===== config.mk =====
export PLATFORM = sky130hd
export DESIGN_NAME = linked_queue_manager_top
export DESIGN_NICKNAME = d
export VERILOG_FILES = /design/src/hw/rtl/lqm_pkg.sv /design/src/hw/rtl/linked_queue_manager_top.sv /design/src/hw/rtl/lqm_link_ram.sv /design/src/hw/rtl/lqm_ctrl.sv /design/src/hw/rtl/lqm_datapath.sv
export SDC_FILE = /design/constraint.sdc
export NUM_CORES = 1
export LEC_CHECK = 0
export ABC_AREA = 0
export ABC_CLOCK_PERIOD_IN_PS = 6800
export BUFFER_PORTS_ARGS = -buffer_cell sky130_fd_sc_hd__buf_2
export CAP_MARGIN = 30
export CELL_PAD_IN_SITES_DETAIL_PLACEMENT = 1
export CELL_PAD_IN_SITES_GLOBAL_PLACEMENT = 2
export CORE_MARGIN = 2
export CORE_UTILIZATION = 35
export DETAILED_ROUTE_END_ITERATION = 16
export GPL_TIMING_DRIVEN = 0
export PLACE_DENSITY_LB_ADDON = 0.1
export SLEW_MARGIN = 20
export SYNTH_ARGS = -nofsm -noshare
export SYNTH_HDL_FRONTEND = slang
export SYNTH_SLANG_ARGS = --single-unit

===== constraint.sdc =====
create_clock -name clk -period 6.8 [get_ports clk]
set_input_delay 1.02 -clock clk [delete_from_list [all_inputs] [get_ports clk]]
set_output_delay 1.02 -clock clk [all_outputs]
set_load 0.005 [all_outputs]

===== src/hw/rtl/lqm_pkg.sv =====
`timescale 1ns / 1ps
// ----------------------------------------------------------------------------
// lqm_pkg
// Shared constants, codes and control bundles of the linked queue manager.
// ----------------------------------------------------------------------------
package lqm_pkg;

    localparam int NODES    = 16;
    localparam int QUEUES   = 4;
    localparam int NODE_W   = $clog2(NODES);
    localparam int QUEUE_W  = $clog2(QUEUES);
    localparam int COUNT_W  = $clog2(NODES + 1);
    localparam int FUNC_W   = 2;
    localparam int STATUS_W = 2;

    localparam int IN_FIELD_W  = FUNC_W + QUEUE_W + NODE_W;
    localparam int IN_TDATA_W  = ((IN_FIELD_W + 7) / 8) * 8;
    localparam int RES_W       = STATUS_W + COUNT_W + NODE_W + 1;
    localparam int OUT_TDATA_W = ((RES_W + 7) / 8) * 8;

    typedef enum logic [FUNC_W-1:0] {
        FUNC_APPEND = 2'd0,
        FUNC_REMOVE = 2'd1,
        FUNC_QUERY  = 2'd2
    } lqm_func_e;

    typedef enum logic [STATUS_W-1:0] {
        STAT_OK     = 2'd0,
        STAT_QUEUED = 2'd1,
        STAT_EMPTY  = 2'd2,
        STAT_ABSENT = 2'd3
    } lqm_status_e;

    typedef enum logic [2:0] {
        ST_IDLE,
        ST_CHECK,
        ST_APPEND_TAIL,
        ST_UNLINK,
        ST_PUBLISH
    } lqm_state_e;

    // Commands from controller to datapath
    typedef struct packed {
        logic load;          // capture the request
        logic check;         // latch status, read link memories
        logic wr_self;       // first node: link to itself, take the head
        logic wr_head_pair;  // next[n] = head, prev[head] = n
        logic wr_tail_pair;  // next[tail] = n, prev[n] = tail
        logic unlink;        // next[pv] = nx, prev[nx] = pv
        logic book_append;   // count up, mark node, record owner
        logic book_remove;   // count down, clear node, move head
        logic publish;       // load the result register
    } lqm_cmd_t;

    // Status from datapath to controller
    typedef struct packed {
        logic is_append;
        logic is_remove;
        logic ok;
        logic cnt_zero;
        logic cnt_one;
        logic out_stall;
    } lqm_sts_t;

    // Result fields, status in the lowest bits
    typedef struct packed {
        logic                head_valid;
        logic [NODE_W-1:0]   head_node;
        logic [COUNT_W-1:0]  queue_len;
        logic [STATUS_W-1:0] status;
    } lqm_result_t;

endpackage


===== src/hw/rtl/linked_queue_manager_top.sv =====
// A request is taken in idle, checked, then published. An append to a non-empty
// queue adds a tail-write step, as each link memory has one write port; a remove
// that leaves nodes behind adds an unlink step on the neighbours read at check.
// One request at a time. A waiting result does not block acceptance of the next
// request; that request holds in publish until the result register is free.
// Reset: rst_n clears all queues to empty and drops m_tvalid; link memories
// and owner records are written before they are read and need no clearing.
`timescale 1ns / 1ps
// ----------------------------------------------------------------------------
// linked_queue_manager_top
// Circular doubly linked queues over a shared pool of node ids.
// ----------------------------------------------------------------------------
module linked_queue_manager_top (
    input  logic                               clk,
    input  logic                               rst_n,
    // request stream
    input  logic                               s_tvalid,
    output logic                               s_tready,
    input  logic [lqm_pkg::IN_TDATA_W-1:0]     s_tdata,   // func[1:0], queue_sel[3:2], node[7:4]
    // result stream
    output logic                               m_tvalid,
    input  logic                               m_tready,
    output logic [lqm_pkg::OUT_TDATA_W-1:0]    m_tdata    // status[1:0], queue_len[6:2],
                                                          // head_node[10:7], head_valid[11]
);

    import lqm_pkg::*;

    lqm_cmd_t    cmd;
    lqm_sts_t    sts;
    lqm_result_t result;

    // Controller walks each request through check, optional link writes
    // and publish; it takes a new request only from idle.
    lqm_ctrl u_ctrl (
        .clk      (clk),
        .rst_n    (rst_n),
        .s_tvalid (s_tvalid),
        .s_tready (s_tready),
        .sts      (sts),
        .cmd      (cmd)
    );

    // Datapath holds the queue heads, counters, membership flags and owner
    // records, plus the next/prev link memories and the result register.
    lqm_datapath u_datapath (
        .clk       (clk),
        .rst_n     (rst_n),
        .s_tdata   (s_tdata),
        .m_tready  (m_tready),
        .cmd       (cmd),
        .sts       (sts),
        .out_valid (m_tvalid),
        .result    (result)
    );

    // pad the result fields to whole bytes
    assign m_tdata = {{(OUT_TDATA_W - RES_W){1'b0}}, result};

endmodule


===== src/hw/rtl/lqm_link_ram.sv =====
`timescale 1ns / 1ps
// ----------------------------------------------------------------------------
// lqm_link_ram
// Simple dual-port RAM, one write and one registered read per cycle.
// ----------------------------------------------------------------------------
module lqm_link_ram #(
    parameter int DEPTH = 16,
    parameter int WIDTH = 4
) (
    input  logic                     clk,
    input  logic                     we,
    input  logic [$clog2(DEPTH)-1:0] waddr,
    input  logic [WIDTH-1:0]         wdata,
    input  logic                     re,
    input  logic [$clog2(DEPTH)-1:0] raddr,
    output logic [WIDTH-1:0]         rdata
);

    logic [WIDTH-1:0] mem [DEPTH];
    logic [WIDTH-1:0] rdata_reg;

    // read returns the old word on a same-address write
    always_ff @(posedge clk)
    begin
        if (we)
        begin
            mem[waddr] <= wdata;
        end
        if (re)
        begin
            rdata_reg <= mem[raddr];
        end
    end

    assign rdata = rdata_reg;

endmodule


===== src/hw/rtl/lqm_ctrl.sv =====
`timescale 1ns / 1ps
// ----------------------------------------------------------------------------
// lqm_ctrl
// Sequencer: one request at a time through check, link writes and publish.
// ----------------------------------------------------------------------------
module lqm_ctrl (
    input  logic             clk,
    input  logic             rst_n,
    input  logic             s_tvalid,
    output logic             s_tready,
    input  lqm_pkg::lqm_sts_t sts,
    output lqm_pkg::lqm_cmd_t cmd
);

    import lqm_pkg::*;

    lqm_state_e state_reg;
    lqm_state_e state_next;

    always_ff @(posedge clk or negedge rst_n)
    begin
        if (!rst_n)
        begin
            state_reg <= ST_IDLE;
        end
        else
        begin
            state_reg <= state_next;
        end
    end

    always_comb
    begin
        state_next = state_reg;
        cmd        = '0;
        s_tready   = 1'b0;
        case (state_reg)
            ST_IDLE:
            begin
                s_tready = 1'b1;
                if (s_tvalid)
                begin
                    cmd.load   = 1'b1;
                    state_next = ST_CHECK;
                end
            end
            ST_CHECK:
            begin
                cmd.check  = 1'b1;
                state_next = ST_PUBLISH;
                if (sts.is_append && sts.ok)
                begin
                    if (sts.cnt_zero)
                    begin
                        cmd.wr_self     = 1'b1;
                        cmd.book_append = 1'b1;
                    end
                    else
                    begin
                        cmd.wr_head_pair = 1'b1;
                        state_next       = ST_APPEND_TAIL;
                    end
                end
                else if (sts.is_remove && sts.ok)
                begin
                    if (sts.cnt_one)
                    begin
                        cmd.book_remove = 1'b1;
                    end
                    else
                    begin
                        state_next = ST_UNLINK;
                    end
                end
            end
            ST_APPEND_TAIL:
            begin
                cmd.wr_tail_pair = 1'b1;
                cmd.book_append  = 1'b1;
                state_next       = ST_PUBLISH;
            end
            ST_UNLINK:
            begin
                cmd.unlink      = 1'b1;
                cmd.book_remove = 1'b1;
                state_next      = ST_PUBLISH;
            end
            ST_PUBLISH:
            begin
                // hold until the result register is free
                if (!sts.out_stall)
                begin
                    cmd.publish = 1'b1;
                    state_next  = ST_IDLE;
                end
            end
            default:
            begin
                state_next = ST_IDLE;
            end
        endcase
    end

endmodule


===== src/hw/rtl/lqm_datapath.sv =====
`timescale 1ns / 1ps
// ----------------------------------------------------------------------------
// lqm_datapath
// Request registers, queue bookkeeping, link memories and result register.
// ----------------------------------------------------------------------------
module lqm_datapath (
    input  logic                                clk,
    input  logic                                rst_n,
    input  logic [lqm_pkg::IN_TDATA_W-1:0]      s_tdata,
    input  logic                                m_tready,
    input  lqm_pkg::lqm_cmd_t                   cmd,
    output lqm_pkg::lqm_sts_t                   sts,
    output logic                                out_valid,
    output lqm_pkg::lqm_result_t                result
);

    import lqm_pkg::*;

    // request
    logic [FUNC_W-1:0]  func_reg;
    logic [QUEUE_W-1:0] qsel_reg;
    logic [NODE_W-1:0]  node_reg;
    logic [STATUS_W-1:0] status_reg;

    // bookkeeping
    logic [NODE_W-1:0]  head_reg  [QUEUES];
    logic [COUNT_W-1:0] count_reg [QUEUES];
    logic               linked_reg [NODES];
    logic [QUEUE_W-1:0] owner_reg [NODES];

    logic                out_valid_reg;
    lqm_result_t         result_reg;

    logic [COUNT_W-1:0]  cnt_cur;
    logic [NODE_W-1:0]   head_cur;
    logic [STATUS_W-1:0] check_code;
    logic                is_append;
    logic                is_remove;

    // link memories
    logic                next_we;
    logic [NODE_W-1:0]   next_waddr;
    logic [NODE_W-1:0]   next_wdata;
    logic [NODE_W-1:0]   next_rdata;
    logic                prev_we;
    logic [NODE_W-1:0]   prev_waddr;
    logic [NODE_W-1:0]   prev_wdata;
    logic [NODE_W-1:0]   prev_raddr;
    logic [NODE_W-1:0]   prev_rdata;

    assign cnt_cur   = count_reg[qsel_reg];
    assign head_cur  = head_reg[qsel_reg];
    assign is_append = (func_reg == FUNC_APPEND);
    assign is_remove = (func_reg == FUNC_REMOVE);

    always_comb
    begin
        check_code = STAT_OK;
        case (func_reg)
            FUNC_APPEND:
            begin
                if (linked_reg[node_reg])
                begin
                    check_code = STAT_QUEUED;
                end
            end
            FUNC_REMOVE:
            begin
                if (cnt_cur == '0)
                begin
                    check_code = STAT_EMPTY;
                end
                else if (!linked_reg[node_reg] || (owner_reg[node_reg] != qsel_reg))
                begin
                    check_code = STAT_ABSENT;
                end
            end
            default:
            begin
                check_code = STAT_OK;
            end
        endcase
    end

    always_comb
    begin
        sts.is_append = is_append;
        sts.is_remove = is_remove;
        sts.ok        = (check_code == STAT_OK);
        sts.cnt_zero  = (cnt_cur == '0);
        sts.cnt_one   = (cnt_cur == COUNT_W'(1));
        sts.out_stall = out_valid_reg && !m_tready;
    end

    // one write per memory per step; the read data holds between checks
    always_comb
    begin
        next_we    = 1'b0;
        next_waddr = node_reg;
        next_wdata = node_reg;
        prev_we    = 1'b0;
        prev_waddr = node_reg;
        prev_wdata = node_reg;
        if (cmd.wr_self)
        begin
            next_we = 1'b1;
            prev_we = 1'b1;
        end
        else if (cmd.wr_head_pair)
        begin
            next_we    = 1'b1;
            next_wdata = head_cur;
            prev_we    = 1'b1;
            prev_waddr = head_cur;
        end
        else if (cmd.wr_tail_pair)
        begin
            next_we    = 1'b1;
            next_waddr = prev_rdata;
            prev_we    = 1'b1;
            prev_wdata = prev_rdata;
        end
        else if (cmd.unlink)
        begin
            next_we    = 1'b1;
            next_waddr = prev_rdata;
            next_wdata = next_rdata;
            prev_we    = 1'b1;
            prev_waddr = next_rdata;
            prev_wdata = prev_rdata;
        end
    end

    // append reads the tail behind the head, remove reads the node's neighbors
    assign prev_raddr = is_append ? head_cur : node_reg;

    lqm_link_ram #(
        .DEPTH (NODES),
        .WIDTH (NODE_W)
    ) u_next_ram (
        .clk   (clk),
        .we    (next_we),
        .waddr (next_waddr),
        .wdata (next_wdata),
        .re    (cmd.check),
        .raddr (node_reg),
        .rdata (next_rdata)
    );

    lqm_link_ram #(
        .DEPTH (NODES),
        .WIDTH (NODE_W)
    ) u_prev_ram (
        .clk   (clk),
        .we    (prev_we),
        .waddr (prev_waddr),
        .wdata (prev_wdata),
        .re    (cmd.check),
        .raddr (prev_raddr),
        .rdata (prev_rdata)
    );

    always_ff @(posedge clk)
    begin
        if (cmd.load)
        begin
            func_reg <= s_tdata[FUNC_W-1:0];
            qsel_reg <= s_tdata[FUNC_W +: QUEUE_W];
            node_reg <= s_tdata[FUNC_W + QUEUE_W +: NODE_W];
        end
        if (cmd.check)
        begin
            status_reg <= check_code;
        end
        if (cmd.book_append)
        begin
            owner_reg[node_reg] <= qsel_reg;
        end
    end

    always_ff @(posedge clk or negedge rst_n)
    begin
        if (!rst_n)
        begin
            for (int i = 0; i < QUEUES; i++)
            begin
                head_reg[i]  <= '0;
                count_reg[i] <= '0;
            end
            for (int i = 0; i < NODES; i++)
            begin
                linked_reg[i] <= 1'b0;
            end
        end
        else if (cmd.book_append)
        begin
            count_reg[qsel_reg]  <= cnt_cur + COUNT_W'(1);
            linked_reg[node_reg] <= 1'b1;
            if (cmd.wr_self)
            begin
                head_reg[qsel_reg] <= node_reg;
            end
        end
        else if (cmd.book_remove)
        begin
            count_reg[qsel_reg]  <= cnt_cur - COUNT_W'(1);
            linked_reg[node_reg] <= 1'b0;
            if (cnt_cur == COUNT_W'(1))
            begin
                head_reg[qsel_reg] <= '0;
            end
            else if (head_cur == node_reg)
            begin
                head_reg[qsel_reg] <= next_rdata;
            end
        end
    end

    // result register
    always_ff @(posedge clk or negedge rst_n)
    begin
        if (!rst_n)
        begin
            out_valid_reg <= 1'b0;
        end
        else if (cmd.publish)
        begin
            out_valid_reg <= 1'b1;
        end
        else if (m_tready)
        begin
            out_valid_reg <= 1'b0;
        end
    end

    always_ff @(posedge clk)
    begin
        if (cmd.publish)
        begin
            result_reg.status     <= status_reg;
            result_reg.queue_len  <= cnt_cur;
            result_reg.head_valid <= (cnt_cur != '0);
            result_reg.head_node  <= (cnt_cur != '0) ? head_cur : '0;
        end
    end

    assign out_valid = out_valid_reg;
    assign result    = result_reg;

endmodule


Word level (Yosys, flattened, before mapping)
Memories as Yosys holds them, arrays and structs flattened. A register that Yosys moved wholly into a read port is not among the register bits. Cells that the tools add are included. Widths: inputs -> output; s select.

Bits in registers: 78. RAM bits: 160. Input port bits: 12. Output and inout bits: 18. Word-level logic and storage cells: 156. Memories: 3.

$add $sub $neg: 2. Order comparisons: 4. Equality and inequality tests: 11. Multiplexer cells: 76. Bitwise operators: 7. Reductions and logical operators: 19.

Memory list: u_datapath.u_next_ram.mem (depth 16, bits a word 4, read ports 1, clocked after Yosys merged registers in 1, wr ports 1, line lqm_link_ram.sv:19) `logic [WIDTH-1:0] mem [DEPTH];`; u_datapath.u_prev_ram.mem (depth 16, bits a word 4, read ports 1, clocked after Yosys merged registers in 1, wr ports 1, line lqm_link_ram.sv:19); u_datapath.owner_reg (depth 16, bits a word 2, read ports 1, clocked after Yosys merged registers in 1, wr ports 1, line lqm_datapath.sv:29) `logic [QUEUE_W-1:0] owner_reg [NODES];`.

Operators by type and width (count): $mux 16 (7); $mux 4 (13); $bwmux 20 (2); $mux 20 (2); $and 16x16->16 (2); $bwmux 16 (2); $not 16->16 (2); $mux 1 (27); $mux 3 (7); $or 16x16->16 (1); $mux 5 (3); $pmux 3 s4 (1); $bmux 5 s2 (1); $demux 5 s2 (1); $bmux 4 s2 (1); $demux 4 s2 (1); $eq 3x2->1 const B (2); $mux 2 (3); $add 5x1->5 const B (1); $eq 5x1->1 const B (1); $ge 5x5->1 const B (1); $logic_and 1x1->1 (5); $logic_not 5->1 (1); $lt 5x1->1 const B (1); 26 further kinds (31).

Logic depth before layout (Yosys ltp)
Gate-level depths: netlist of run 1.

Depth in word-level cells: 17. Depth in mapped cells: 16. Mapped depth without buffers: 12.

Modules after synthesis
A second synthesis of run 1 with hierarchy kept.

Cell total of the unflattened synthesis: 708. Area, all modules: 11208.2 sq um.

Modules (own cells, without submodules): lqm_datapath (times used 1, cells an instance 417, area an instance 5537.8 sq um); lqm_link_ram (times used 2, cells an instance 130, area an instance 2706.3 sq um); lqm_ctrl (times used 1, cells an instance 26, area an instance 224.0 sq um); linked_queue_manager_top (times used 1, cells an instance 5, area an instance 33.8 sq um).

Least setup slack after synthesis of run 1
Ideal clock, no wire load.

Path kind: register to register. Start: register u_datapath.qsel_reg[1]. End: memory u_datapath.u_prev_ram.mem[13][0] (enable). Arrival: 3.856 ns. Data required time: 6.470 ns. Path slack: 2.614 ns. Cell stages (with the launch flop): 16. Buffers on the path: 3. Period minus slack after synthesis: 4.186 ns. Path through: edfxtp_1 clkbuf_1 clkbuf_1 mux2i_1 nand2_1 o21ai_0 ha_1 inv_1 nor4_4 inv_1 clkbuf_1 nand4_1 mux2i_1 nor2_1 o21ai_0 nor2_1.

Elaborated cells on any way between the ends: 25.

RTL lines: start, declared (line lqm_datapath.sv:21) `logic [QUEUE_W-1:0] qsel_reg;`; start signal, assigned (line lqm_datapath.sv:168) `qsel_reg <= s_tdata[FUNC_W +: QUEUE_W];`; $not 2->3 (implied by the code) (line lqm_datapath.sv:51, lqm_datapath.sv:52); $bmux 5 s2 (line lqm_datapath.sv:51) `assign cnt_cur = count_reg[qsel_reg];`; $mux 5 (implied by the code) (2 in series) (line lqm_datapath.sv:51); $logic_not 5->1 (line lqm_datapath.sv:69, lqm_datapath.sv:90); $mux 2 (line lqm_datapath.sv:69) `if (cnt_cur == '0)`; $pmux 2 s2 (line lqm_datapath.sv:59) `case (func_reg)`; $logic_not 2->1 (line lqm_datapath.sv:89) `sts.ok = (check_code == STAT_OK);`; $logic_and 1x1->1 (line lqm_ctrl.sv:51) `if (sts.is_append && sts.ok)`; $mux 2 (line lqm_ctrl.sv:51); $mux 3 (line lqm_ctrl.sv:37) `case (state_reg)`; $mux 4; $mux 4 *; via u_datapath.next_wdata[0] (line lqm_datapath.sv:43) `logic [NODE_W-1:0] next_wdata;`; end, declared (line lqm_link_ram.sv:19).

Mark *: on every way through the listed nets, which the timed path passes. The rest lies on a longest branch. The select of a mux whose other input is x is not followed.

Final worst setup path of run 1
Start: register u_datapath.qsel_reg[1]. End: memory u_datapath.u_prev_ram.mem[6][3] (enable).

Same word-level chain as after synthesis.

==> results.yml, run 1 <==
final_layout:
  most-common-layout-cells: "edfxtp_1, nand2_1, nor2_1"
  area_growth_syn_to_layout_pct: 15.2
  fill_cells: 3201
  drive_gt1_frac: 0.215
  final_nets: 859
  layout_commonest_cell: "edfxtp_1"
  num_antenna_cells: 0
  postLayoutCellArea_sq_um: 12800
timing:
  worst_pin_slew_ns: 0.864
  rsz0062_at_grt: "no"
  timing_hold_violations_final: 0
  slew_headroom: 0.418
  period_needed_ns: 5.98
  post-route-period-util: 0.879
  fmax_mhz: 167
  slew_viol_final: 0
  setup_violations: 0
  skew_ns: 0.0128
  setup_tns_ns: 0
cts:
  path_clk_slew_ns: 0.06
  cts_max_level: 1
  clock_tree.buffer_depth: 3
  clkLatencyLatePin_ns: 0.54
  cts_resized: 0
  clkSinkCount: 250
  postCtsSetupBuffers: 0
  cts_made_buffers: 29
  cts_tree: "built"
  root_buffer: "clkbuf_16"
  ctsHoldBuffers: 0
detailed_routing:
  final_antenna_net_count: 0
  viasPerCell: 5.31
  dr.pass1.iters: 6
  drc: 0
  wl_per_cell_microns: 23.2
  dr_total_vias: 6724
  routed_wl_microns: 29400
  drt_iter0_drc: 337
global_route:
  overflow: 0
  grt_pass1_vias: 7351
  antenna_found_initial: 1
  track_usage: 0.180
  grt_pass1_wl_microns: 45300
  grt_max_degree: 57
run_status:
  outcome: "completed"
floorplanning:
  io-pin-count: 30
  dieArea_sq_um: 33300
  dieWidth_microns: 183
  die_h_microns: 183
  start_util: 0.354
  coreArea_sq_um: 31500
  rows: 65
job:
  drv_cap: 0
worst_setup_path:
  reg2reg_depth: 16
  worstSetupStartpointType: "flip-flop"
  end_kind: "flip-flop"
  crit_type: "flip-flop to flip-flop"
  critPathMaxFanout: 17
  arrival_ns: 6.18
  critical_path_required_ns: 7.00
placed_design:
  place.port_buffers: 25
  hpwl_microns: 21100
  gp_congestion: 0.831
  placed_area_sq_um: 11900
yosys:
  ys_async_sr_fraction: 0.224
  synth_edf_count: 190
  syn_inst: 776
  synth_area_per_cell_sq_um: 14.4
  yosysTopAreaCell: "edfxtp_1"
  yosysWarnings: 0
  ys_types: 51
  synth_area_leaders: "edfxtp_1, dfrtp_1, mux4_2, mux2_2, nand2_1"
  ys_dominant_reg_cell: "edfxtp_1"
  yosysSeqAreaShare: 0.644
  syn-cell-area_sq_um: 11200
  synth_top_area_share: 0.512
  ys_seq_elements: 250
power:
  ir_drop_mv: 0.214
  leakage_nw: 4.54
  p_per_area_nw_per_um2: 381
worst_hold_path:
  hold_path.class: "flip-flop to flip-flop"
  whs_path_depth: 0
cell type report:
cell class	count	area, sq um	share of cell area
buffer	47	215	0.0167
clock buffer	36	792	0.0616
clock inverter	17	195	0.0152
inverter	12	45.0	0.00351
multi-input combinational	470	3730	0.290
sequential	250	7190	0.559
tap	402	503	0.0391
timing repair buffer	33	186	0.0145
synth_stat cells (2+ instances only):
cell / number
nand2_1: 72
buf_2: 7
xor2_1: 4
mux2_2: 41
o41ai_1: 5
ha_1: 4
nor3_1: 6
inv_1: 12
nor4_4: 2
nand3_1: 11
o22ai_1: 3
o211ai_1: 4
o31ai_1: 13
nor2_1: 66
dfrtp_1: 56
xnor2_1: 5
nor2b_1: 7
and2_0: 8
a21oi_4: 2
a211oi_1: 18
buf_4: 6
clkbuf_1: 30
o2bb2ai_1: 16
nand4_1: 4
nand2b_1: 18
buf_1: 3
edfxtp_1: 190
mux4_2: 39
a22oi_1: 18
a21oi_2: 3
dfxtp_1: 4
a311oi_1: 4
a311o_1: 4
a31oi_1: 8
nor3b_1: 3
and2_1: 16
o21ai_0: 23
a21oi_1: 6
mux2i_1: 23
worst max-delay path, cell delays in order, from the launching register on:
cell,delay [ns]
edfxtp_1,0.66
clkbuf_1,0.71
clkbuf_1,0.46
mux2i_1,0.24
nand2_1,0.07
o21ai_0,0.28
ha_1,0.27
inv_1,0.06
nor4_4,0.47
inv_1,0.11
clkbuf_1,0.24
nand4_1,0.26
mux2i_1,0.16
nor2_1,0.62
o21ai_0,0.46
buf_2,0.28
nor2_1,0.27
kinds of logic (layout without fill, tap and decap cells):
logic type	count (synthesis)	after routing	synth area share
adders and majority gates	4	4	0.00449
DFF	250	250	0.644
muxes	103	103	0.141
AOI/OAI and AO/OA	131	131	0.0862
buffers and inverters	59	145	0.0233
and+or+nand+nor	219	219	0.0935
other	1	4	0.000336
xor gates and xnor gates	9	9	0.00707
worst paths after layout:
check / from / endpoint / slack, ns
worst min register to register: u_datapath.status_reg[0]$_DFFE_PP_ / u_datapath.result[0]$_DFFE_PP_ / 0.43
min in group asynchronous: rst_n / u_datapath.count_reg[18]$_DFFE_PN0P_ / 0.54
worst min-delay path: u_datapath.status_reg[0]$_DFFE_PP_ / u_datapath.result[0]$_DFFE_PP_ / 0.43
worst max register to register: u_datapath.qsel_reg[1]$_DFFE_PP_ / u_datapath.u_prev_ram.mem[6][3]$_DFFE_PP_ / 0.82
max in group asynchronous: rst_n / asynchronous set/reset pin / 5.74
worst max-delay path: u_datapath.qsel_reg[1]$_DFFE_PP_ / u_datapath.u_prev_ram.mem[6][3]$_DFFE_PP_ / 0.82
per-stage QoR:
| step | hold slack [ns] | setup WS [ns] | std cells | utilization | power [W] |
|---|---|---|---|---|---|
| detailed placement | 0.415 | 0.665 | 1213 | 0.377 | 0.00336 |
| CTS | 0.430 | 0.664 | 1266 | 0.408 | 0.00496 |
| global route | 0.447 | 0.274 | 1267 | 0.408 | 0.00516 |
| floorplan | 0.400 | 2.61 | 779 | - | 0.00288 |
| finish | 0.434 | 0.821 | 1267 | 0.408 | 0.00490 |
| global placement | 0.412 | 0.294 | 1206 | 0.375 | 0.00330 |
per-layer routing:
metal	vias to the layer above	track usage	share of wire
met4	2	0.0432	0.022
li1	3098	-	-
met2	117	0.311	0.49
met5	-	0	0.00044
met1	3458	0.238	0.45
met3	49	0.0275	0.038
where the power goes:
part / internal [W] / switching, W / total, W
Combinational: 0.000466 / 0.000800 / 0.00127
Sequential: 0.00192 / 0.000127 / 0.00204
Clock: 0.000974 / 0.000616 / 0.00159
Power figures use the tool's default switching activity.
==> inputs of run 2 (changes only) <==
--- a/config.mk
+++ b/config.mk
@@ -11,7 +11,7 @@
 export CAP_MARGIN = 30
 export CELL_PAD_IN_SITES_DETAIL_PLACEMENT = 1
 export CELL_PAD_IN_SITES_GLOBAL_PLACEMENT = 2
-export CORE_MARGIN = 2
+export CORE_MARGIN = 5
 export CORE_UTILIZATION = 35
 export DETAILED_ROUTE_END_ITERATION = 16
 export GPL_TIMING_DRIVEN = 0
==> results.yml, run 2 (same netlist as run 1, synthesis figures left out) <==
detailed_routing:
  routed_wl_microns: 29600
  dr_total_vias: 6726
  drt_iter0_drc: 267
  viasPerCell: 5.31
  dr.pass1.iters: 5
  wl_per_cell_microns: 23.4
  final_antenna_net_count: 0
  drc: 0
global_route:
  track_usage: 0.166
  overflow: 0
  grt_pass1_wl_microns: 45700
  busiest_layer: "met2"
  antenna_found_initial: 0
  use_met1: 0.217
  grt_use_met3: 0.0267
  grt_pass1_vias: 7490
  grt_max_degree: 57
  gr-usage-met2: 0.290
timing:
  setup_slack_ns: 0.707
  skew_ns: 0.0119
  slew_viol_final: 0
  slew_headroom: 0.360
  period_needed_ns: 6.09
  post-route-period-util: 0.896
  fmax_mhz: 164
  setup_violations: 0
  timing_hold_violations_final: 0
  setup_tns_ns: 0
  rsz0062_at_grt: "no"
  worst_pin_slew_ns: 0.950
worst_setup_path:
  end_kind: "flip-flop"
  worstSetupStartpointType: "flip-flop"
  crit_type: "flip-flop to flip-flop"
  critPathMaxFanout: 17
  arrival_ns: 6.30
  critical_path_required_ns: 7.01
  r2r_slack_ns: 0.71
cts:
  cts_made_buffers: 28
  path_clk_slew_ns: 0.06
  postCtsSetupBuffers: 0
  ctsHoldBuffers: 0
  clkSinkCount: 250
  clkLatencyLatePin_ns: 0.54
  cts_tree: "built"
  clock_tree.buffer_depth: 3
  root_buffer: "clkbuf_16"
  cts_max_level: 1
  cts_resized: 0
job:
  drv_cap: 0
floorplanning:
  dieArea_sq_um: 35500
  die_h_microns: 189
  rows: 65
  dieWidth_microns: 189
  io-pin-count: 30
  coreArea_sq_um: 31500
  start_util: 0.354
placed_design:
  post-place-ws_ns: 0.594
  place.port_buffers: 25
  gp_congestion: 0.811
  hpwl_microns: 21200
final_layout:
  layout_commonest_cell: "edfxtp_1"
  num_antenna_cells: 0
  drive_gt1_frac: 0.213
  most-common-layout-cells: "edfxtp_1, nand2_1, nor2_1"
  fin_util: 0.409
  area_growth_syn_to_layout_pct: 15.3
  final_nets: 858
power:
  ir_drop_mv: 0.192
  p_per_area_nw_per_um2: 383
  leakage_nw: 4.53
run_status:
  outcome: "completed"
worst_hold_path:
  hold_path.class: "flip-flop to flip-flop"
## run 2: cell types whose count changed in the layout (fill, tap and decap cells not counted)
cell / before / now
clkbuf_1: 33 / 36
clkinv_2: 7 / 4
clkbuf_8: 4 / 2
clkinv_1: 2 / 0
bufinv_16: 4 / 5
clkinv_4: 1 / 2
clkinvlp_4: 2 / 3
## run 2: final timing paths
path                       cells past startpoint                                        end                          startpoint
max                                           16  u_datapath.u_prev_ram.mem[6][3]$_DFFE_PP_    u_datapath.qsel_reg[1]$_DFFE_PP_
min                                            0             u_datapath.result[0]$_DFFE_PP_  u_datapath.status_reg[0]$_DFFE_PP_
max reg2reg                                   16  u_datapath.u_prev_ram.mem[6][3]$_DFFE_PP_    u_datapath.qsel_reg[1]$_DFFE_PP_
min reg2reg                                    0             u_datapath.result[0]$_DFFE_PP_  u_datapath.status_reg[0]$_DFFE_PP_
max in group asynchronous                      1                 asynchronous set/reset pin                               rst_n
min in group asynchronous                      1       u_datapath.count_reg[12]$_DFFE_PN0P_                               rst_n
## run 2: area by class of cell
type	instances	area, sq um
inverter	12	45.0
buffer	47	215
timing repair buffer	33	186
tap	402	503
sequential	250	7190
clock buffer	37	776
multi-input combinational	470	3730
fill	3188	18600
clock inverter	15	219
## run 2: critical path, stage by stage, from the launching register on
cell	delay [ns]
edfxtp_1	0.66
clkbuf_1	0.75
clkbuf_1	0.47
mux2i_1	0.24
nand2_1	0.06
o21ai_0	0.28
ha_1	0.27
inv_1	0.06
nor4_4	0.52
inv_1	0.11
clkbuf_1	0.25
nand4_1	0.26
mux2i_1	0.16
nor2_1	0.65
o21ai_0	0.46
buf_2	0.28
nor2_1	0.26
## run 2: power breakdown
part           internal, W  switching [W]  total [W]
combinational     0.000466       0.000804    0.00127
clock             0.000995       0.000619    0.00161
sequential         0.00192       0.000125    0.00204
total              0.00338        0.00155    0.00493
## run 2: per-layer routing
layer  vias to the layer above  wire [microns]  part of all wire
met5                         -               0                 0
met4                         0             621             0.021
met3                        45            1050             0.036
met2                       103           14800              0.50
met1                      3487           13100              0.44
li1                       3091               -                 -
## run 2: through the flow
stage	total power [W]	hold WS, ns	instance area [sq um]	cells
floorplan	0.00288	0.400	11200	779
global placement	0.00330	0.416	11800	1206
detailed placement	0.00336	0.421	11900	1213
CTS	0.00500	0.435	12800	1265
global route	0.00519	0.439	12900	1266
finish	0.00493	0.432	12900	1266
